## src/rtl/sray_pkg.sv

```systemverilog
// Shared types, constants and a lookup function for the sweeping ray/box range finder.
// No dependencies; every other file in rtl/ imports this package.
package sray_pkg;

    // obstacle table size and derived widths
    localparam int MAX_BOXES = 8;
    localparam int BOX_AW    = (MAX_BOXES > 1) ? $clog2(MAX_BOXES) : 1;
    localparam int CNT_W     = $clog2(MAX_BOXES + 1);
    localparam int EDGE_W    = $clog2(4 * MAX_BOXES + 5);

    // cordic / divider iteration count
    localparam int ITER_N = 16;
    localparam int ITER_W = 4;

    // configuration port
    localparam int CFG_AW = 3;
    localparam int CFG_DW = 24;

    typedef enum logic [CFG_AW-1:0] {
        CFG_SWEEP_MIN   = 3'd0,
        CFG_SWEEP_MAX   = 3'd1,
        CFG_SWEEP_STEP  = 3'd2,
        CFG_HALF_W      = 3'd3,
        CFG_HALF_H      = 3'd4,
        CFG_RANGE_LIMIT = 3'd5,
        CFG_SCAN_BUDGET = 3'd6,
        CFG_FIRST_SCAN  = 3'd7
    } cfg_addr_t;

    // request kinds
    typedef enum logic [1:0] {
        REQ_SCAN    = 2'd0,
        REQ_LOAD    = 2'd1,
        REQ_RESTART = 2'd2,
        REQ_UNUSED  = 2'd3
    } req_type_t;

    // reset values
    localparam logic signed [14:0] RST_SWEEP_MIN  = -15'sd5760;
    localparam logic signed [14:0] RST_SWEEP_MAX  = 15'sd5760;
    localparam logic [13:0]        RST_SWEEP_STEP = 14'd64;
    localparam logic [14:0]        RST_HALF_W     = 15'd1280;
    localparam logic [14:0]        RST_HALF_H     = 15'd1280;
    localparam logic [15:0]        RST_RANGE      = 16'd1810;
    localparam logic [23:0]        RST_BUDGET     = 24'd1000;
    localparam logic [23:0]        RST_FIRST      = 24'd0;

    // angle constants, 1/64 degree
    localparam logic signed [16:0] ANG_180 = 17'sd11520;
    localparam logic signed [16:0] ANG_360 = 17'sd23040;
    localparam logic signed [16:0] ANG_90  = 17'sd5760;

    localparam logic signed [18:0] CORDIC_GAIN = 19'sd39797;

    typedef enum logic [3:0] {
        ST_IDLE,
        ST_CORDIC,
        ST_SEL,
        ST_MUL,
        ST_CHK,
        ST_TEST,
        ST_DIV,
        ST_COMMIT,
        ST_FINISH
    } state_t;

    // controller to datapath
    typedef struct packed {
        logic              load_box;
        logic              restart;
        logic              cordic_init;
        logic              cordic_step;
        logic              edge_sel;
        logic              edge_mul;
        logic              edge_chk;
        logic              div_step;
        logic              commit;
        logic              finish;
        logic [ITER_W-1:0] iter;
        logic [EDGE_W-1:0] edge_idx;
    } cmd_t;

    // datapath to controller
    typedef struct packed {
        logic [CNT_W-1:0] box_count;
        logic             need_div;
    } stat_t;

    // scan result
    typedef struct packed {
        logic        budget_spent;
        logic [15:0] norm_range;
        logic [14:0] beam_angle;
    } res_t;

    // arctangent table, 1/65536 degree
    function automatic logic [22:0] atan_lut(input logic [ITER_W-1:0] i);
        logic [22:0] v;
        unique case (i)
            4'd0:    v = 23'd2949120;
            4'd1:    v = 23'd1740967;
            4'd2:    v = 23'd919879;
            4'd3:    v = 23'd466945;
            4'd4:    v = 23'd234379;
            4'd5:    v = 23'd117304;
            4'd6:    v = 23'd58666;
            4'd7:    v = 23'd29335;
            4'd8:    v = 23'd14668;
            4'd9:    v = 23'd7336;
            4'd10:   v = 23'd3667;
            4'd11:   v = 23'd1833;
            4'd12:   v = 23'd917;
            4'd13:   v = 23'd458;
            4'd14:   v = 23'd229;
            default: v = 23'd115;
        endcase
        return v;
    endfunction

endpackage

```

## src/rtl/sray_ctrl.sv

```systemverilog
// Controller for the range finder: sequences cordic, per-edge tests and the divider.
// Depends on sray_pkg.
module sray_ctrl (
    input  logic                     aclk,
    input  logic                     aresetn,
    input  logic                     in_accept,
    input  logic [1:0]               req_type,
    input  logic                     out_free,
    input  sray_pkg::stat_t          stat,
    output logic                     in_ready,
    output sray_pkg::cmd_t           cmd
);
    import sray_pkg::*;

    state_t              state_reg, state_next;
    logic [ITER_W-1:0]   iter_reg, iter_next;
    logic [EDGE_W-1:0]   edge_reg, edge_next;
    logic [EDGE_W-1:0]   edge_last;

    // last edge index: four walls plus four per stored box
    assign edge_last = EDGE_W'({stat.box_count, 2'b00}) + EDGE_W'(3);

    always_ff @(posedge aclk) begin
        if (!aresetn) begin
            state_reg <= ST_IDLE;
            iter_reg  <= '0;
            edge_reg  <= '0;
        end else begin
            state_reg <= state_next;
            iter_reg  <= iter_next;
            edge_reg  <= edge_next;
        end
    end

    always_comb begin
        state_next   = state_reg;
        iter_next    = iter_reg;
        edge_next    = edge_reg;
        cmd          = '0;
        cmd.iter     = iter_reg;
        cmd.edge_idx = edge_reg;
        in_ready     = 1'b0;
        unique case (state_reg)
            ST_IDLE: begin
                in_ready = 1'b1;
                if (in_accept) begin
                    unique case (req_type_t'(req_type))
                        REQ_SCAN: begin
                            cmd.cordic_init = 1'b1;
                            iter_next       = '0;
                            state_next      = ST_CORDIC;
                        end
                        REQ_LOAD:    cmd.load_box = 1'b1;
                        REQ_RESTART: cmd.restart  = 1'b1;
                        default: ;
                    endcase
                end
            end
            ST_CORDIC: begin
                cmd.cordic_step = 1'b1;
                if (iter_reg == ITER_W'(ITER_N - 1)) begin
                    iter_next  = '0;
                    edge_next  = '0;
                    state_next = ST_SEL;
                end else begin
                    iter_next = iter_reg + 1'b1;
                end
            end
            ST_SEL: begin
                cmd.edge_sel = 1'b1;
                state_next   = ST_MUL;
            end
            ST_MUL: begin
                cmd.edge_mul = 1'b1;
                state_next   = ST_CHK;
            end
            ST_CHK: begin
                cmd.edge_chk = 1'b1;
                state_next   = ST_TEST;
            end
            ST_TEST: begin
                if (stat.need_div) begin
                    iter_next  = '0;
                    state_next = ST_DIV;
                end else begin
                    // no division needed: commit and move on
                    cmd.commit = 1'b1;
                    if (edge_reg == edge_last) begin
                        state_next = ST_FINISH;
                    end else begin
                        edge_next  = edge_reg + 1'b1;
                        state_next = ST_SEL;
                    end
                end
            end
            ST_DIV: begin
                cmd.div_step = 1'b1;
                if (iter_reg == ITER_W'(ITER_N - 1)) begin
                    iter_next  = '0;
                    state_next = ST_COMMIT;
                end else begin
                    iter_next = iter_reg + 1'b1;
                end
            end
            ST_COMMIT: begin
                cmd.commit = 1'b1;
                if (edge_reg == edge_last) begin
                    state_next = ST_FINISH;
                end else begin
                    edge_next  = edge_reg + 1'b1;
                    state_next = ST_SEL;
                end
            end
            ST_FINISH: begin
                // wait for room in the output register
                if (out_free) begin
                    cmd.finish = 1'b1;
                    state_next = ST_IDLE;
                end
            end
            default: state_next = ST_IDLE;
        endcase
    end

endmodule

```

## config.mk

```make
export PLATFORM = sky130hd
export DESIGN_NAME = sray_ctrl
export DESIGN_NICKNAME = d
export VERILOG_FILES = /design/src/rtl/sray_pkg.sv /design/src/rtl/sray_ctrl.sv
export SDC_FILE = /design/constraint.sdc
export NUM_CORES = 1
export LEC_CHECK = 0
export ABC_AREA = 1
export BUFFER_PORTS_ARGS = -buffer_cell sky130_fd_sc_hd__buf_2
export CAP_MARGIN = 20
export CORE_UTILIZATION = 25
export DETAILED_ROUTE_END_ITERATION = 10
export MAX_ROUTING_LAYER = met4
export PLACE_DENSITY = 0.51
export SLEW_MARGIN = 40
export SYNTH_ARGS = -nofsm -noshare
export SYNTH_HDL_FRONTEND = slang
export SYNTH_SLANG_ARGS = --single-unit
```

## constraint.sdc

```tcl
create_clock -name aclk -period 2.19 [get_ports aclk]
set_input_delay 0.3285 -clock aclk [delete_from_list [all_inputs] [get_ports aclk]]
set_output_delay 0.3285 -clock aclk [all_outputs]
set_load 0.03 [all_outputs]
```

==> qor.yml <==
cells_and_area:
  drive_gt1_share_pct: 32.6
  largest_reg_flops: 6
  nets: 199
  area_delta_synth_final_pct: 25.4
  stdcell_area_um2: 1250
  antennaDiodeCount: 0
  final_core_util_pct: 33.3
  nFillCells: 437
grt:
  gr-total-overflow: 0
  grt_max_degree: 14
  grt_pass1_vias: 1058
  grt_usage_pct: 13.1
  antenna_found_initial: 0
  grt_pass1_wl_um: 4330
logic_synthesis:
  ys_seq_area_share_pct: 28.2
  avgSynthCellArea_um2: 6.59
  synth_area_um2: 995
  syn-num-nets: 164
  ys_ff_latch: 14
  ys_warn_count: 0
  yosysUniqueCellTypes: 26
  synthCells: 151
clock_tree:
  clkTransAtPathRegs_ns: 0.06
  cts_buffers: 3
  numClockSinks: 14
  cts_setup_buffers: 0
  cts_resized: 0
  htreeDepth: 1
  insertion_delay_ns: 0.24
  cts-root-buf: "clkbuf_8"
  cts_buffer_depth: 2
  tritoncts: "done"
  hold_buffers: 0
detailed_routing:
  drt_iter0_markers: 48
  drt.antenna.violating_nets: 0
  vias: 1048
  drc: 0
  wl_um: 2390
  wl_per_cell_um: 10.3
  firstDrtPassIters: 4
  viasPerCell: 4.52
timing:
  report.final.slew_viol_count: 0
  tightest_slew_ns: 0.470
  grt_setup_unrepaired: "false"
  hold_slack_ns: 0.333
  hold_viol: 0
  timing.final.crit_period_ns: 1.73
  min_period_over_period_pct: 78.8
  fin_skew_ns: 0.00649
  tns_ns: 0
  setup_violations: 0
  setup_slack_ns: 0.464
  relSlewSlack_pct: 68.6
  fmax_mhz: 579
critical_path:
  crit_path_max_incr_delay_ns: 0.44
  r2r_slack_ns: 0.67
  cp_cell_sequence: "nand2_2 > nor2_4 > inv_2 > a21oi_2 > buf_2"
  end_kind: "output pin"
  worst_setup_path_start_kind: "register"
  worstPathMaxFanout: 7
  worstSetupPathType: "register to output pin"
  critPathArrivalTime_ns: 1.40
  required_ns: 1.86
  slowest_stage: "dfxtp_1"
placed_design:
  place_ws_ns: 0.650
  postPlaceCellArea_um2: 1210
  gp_congestion: 0.803
  portBuffers: 31
  dp_hpwl_um: 1880
pwr:
  sw_frac_of_total_pct: 28.3
  p_int_uw: 414
  leakage_nw: 0.617
  switchingPower_uw: 163
  p_comb_share_pct: 18.0
  ir_worst_vdd_mv: 0.225
  clockPowerShare_pct: 36.0
  cellPowerDensity_nw_per_um2: 463
  seqPwrFrac_pct: 46.0
job:
  cap_violations: 0
floorplanning:
  die_h_um: 65.1
  dieArea_um2: 4230
  die_w_um: 65.1
  start_util_pct: 26.6
  row_count: 22
  ios: 32
  coreArea_um2: 3740
status:
  outcome: "completed"
worst_hold_path:
  hp-class: "input port to register"
[power groups by stage]
| stage | Clock [mW] | Combinational (mW) | Sequential (mW) |
|---|---|---|---|
| floorplan | 0 | 0.0687 | 0.276 |
| global placement | 0 | 0.104 | 0.272 |
| detailed placement | 0 | 0.104 | 0.272 |
| CTS | 0.214 | 0.104 | 0.266 |
| global route | 0.222 | 0.117 | 0.267 |
| finish | 0.208 | 0.104 | 0.266 |
[layout by cell type, fill, tap and decap left out, drive strengths merged]
cell and count:
nand2 40, nor3 3, buf 31, xnor2 2, inv 24, o21ai 2
nor4 3, clkbuf 3, ha 2, nand3 13, xor2 3, a21oi 14
a31o 1, nand4 5, dfxtp 14, nor2 23, or2 1
[logic make-up after synthesis]
logic type | synth area share (%)
adders and majority gates | 2.52
AOI/OAI and AO/OA | 11.6
xor gates and xnor gates | 4.40
DFF | 28.2
and+or+nand+nor | 43.9
buffers and inverters | 9.43
[stage by stage]
stage	instances	power (mW)
after floorplan	151	0.345
after global placement	229	0.376
after detailed placement	229	0.376
after CTS	232	0.584
after global routing	232	0.606
final	232	0.578
[per-layer routing]
layer / vias to the layer above / routed length, um / track usage, % / share of wire, %
li1: 550 / - / - / -
met1: 474 / 1180 / 16.0 / 49
met2: 22 / 1080 / 21.4 / 45
met3: 2 / 117 / 3.35 / 4.9
met4: 0 / 9 / 3.26 / 0.38
met5: - / 0 / - / 0
[cells in the mapped netlist]
library cell | number | area (um^2)
nand2_1 | 34 | 128
a31o_2 | 1 | 8.76
nand2_4 | 2 | 22.5
nor4_1 | 3 | 18.8
ha_1 | 2 | 25.0
or2_0 | 1 | 6.26
o21ai_2 | 1 | 8.76
dfxtp_1 | 14 | 280
clkbuf_1 | 1 | 3.75
nand3_1 | 12 | 60.1
nor2_2 | 4 | 25.0
nand2_2 | 4 | 25.0
inv_2 | 7 | 26.3
nor3_1 | 3 | 15.0
nor2_4 | 1 | 11.3
nor2_8 | 1 | 20.0
o21ai_1 | 1 | 5.00
a21oi_4 | 1 | 16.3
a21oi_2 | 3 | 26.3
nor2_1 | 17 | 63.8
nand4_1 | 5 | 31.3
inv_1 | 17 | 63.8
nand3_2 | 1 | 10.0
xnor2_1 | 2 | 17.5
xor2_1 | 3 | 26.3
a21oi_1 | 10 | 50.1
[worst max-delay path: cells and delay by family (launching register included)]
| family | cells | cell delay, ns |
|---|---|---|
| AO/OA/AOI/OAI | 1 | 0.13 |
| AND/OR/NAND/NOR | 2 | 0.25 |
| buffers and inverters | 2 | 0.33 |
| flip-flops | 1 | 0.44 |
[cell type report]
class | instances | area [um^2] | area share (%)
sequential | 14 | 280 | 22.5
timing repair buffer | 31 | 155 | 12.4
inverter | 24 | 90.1 | 7.22
clock buffer | 3 | 41.3 | 3.31
multi-input combinational | 112 | 621 | 49.7
tap | 48 | 60.1 | 4.81
[final timing paths]
check	from	end	cells after the start
worst max-delay path	state_reg[2]	cmd[11]	5
worst min-delay path	aresetn	state_reg[0]	3
worst max register to register	edge_reg[0]	edge_reg[1]	10
worst min register to register	iter_reg[1]	iter_reg[1]	2
No activity file was read; power rests on OpenSTA's default activity.
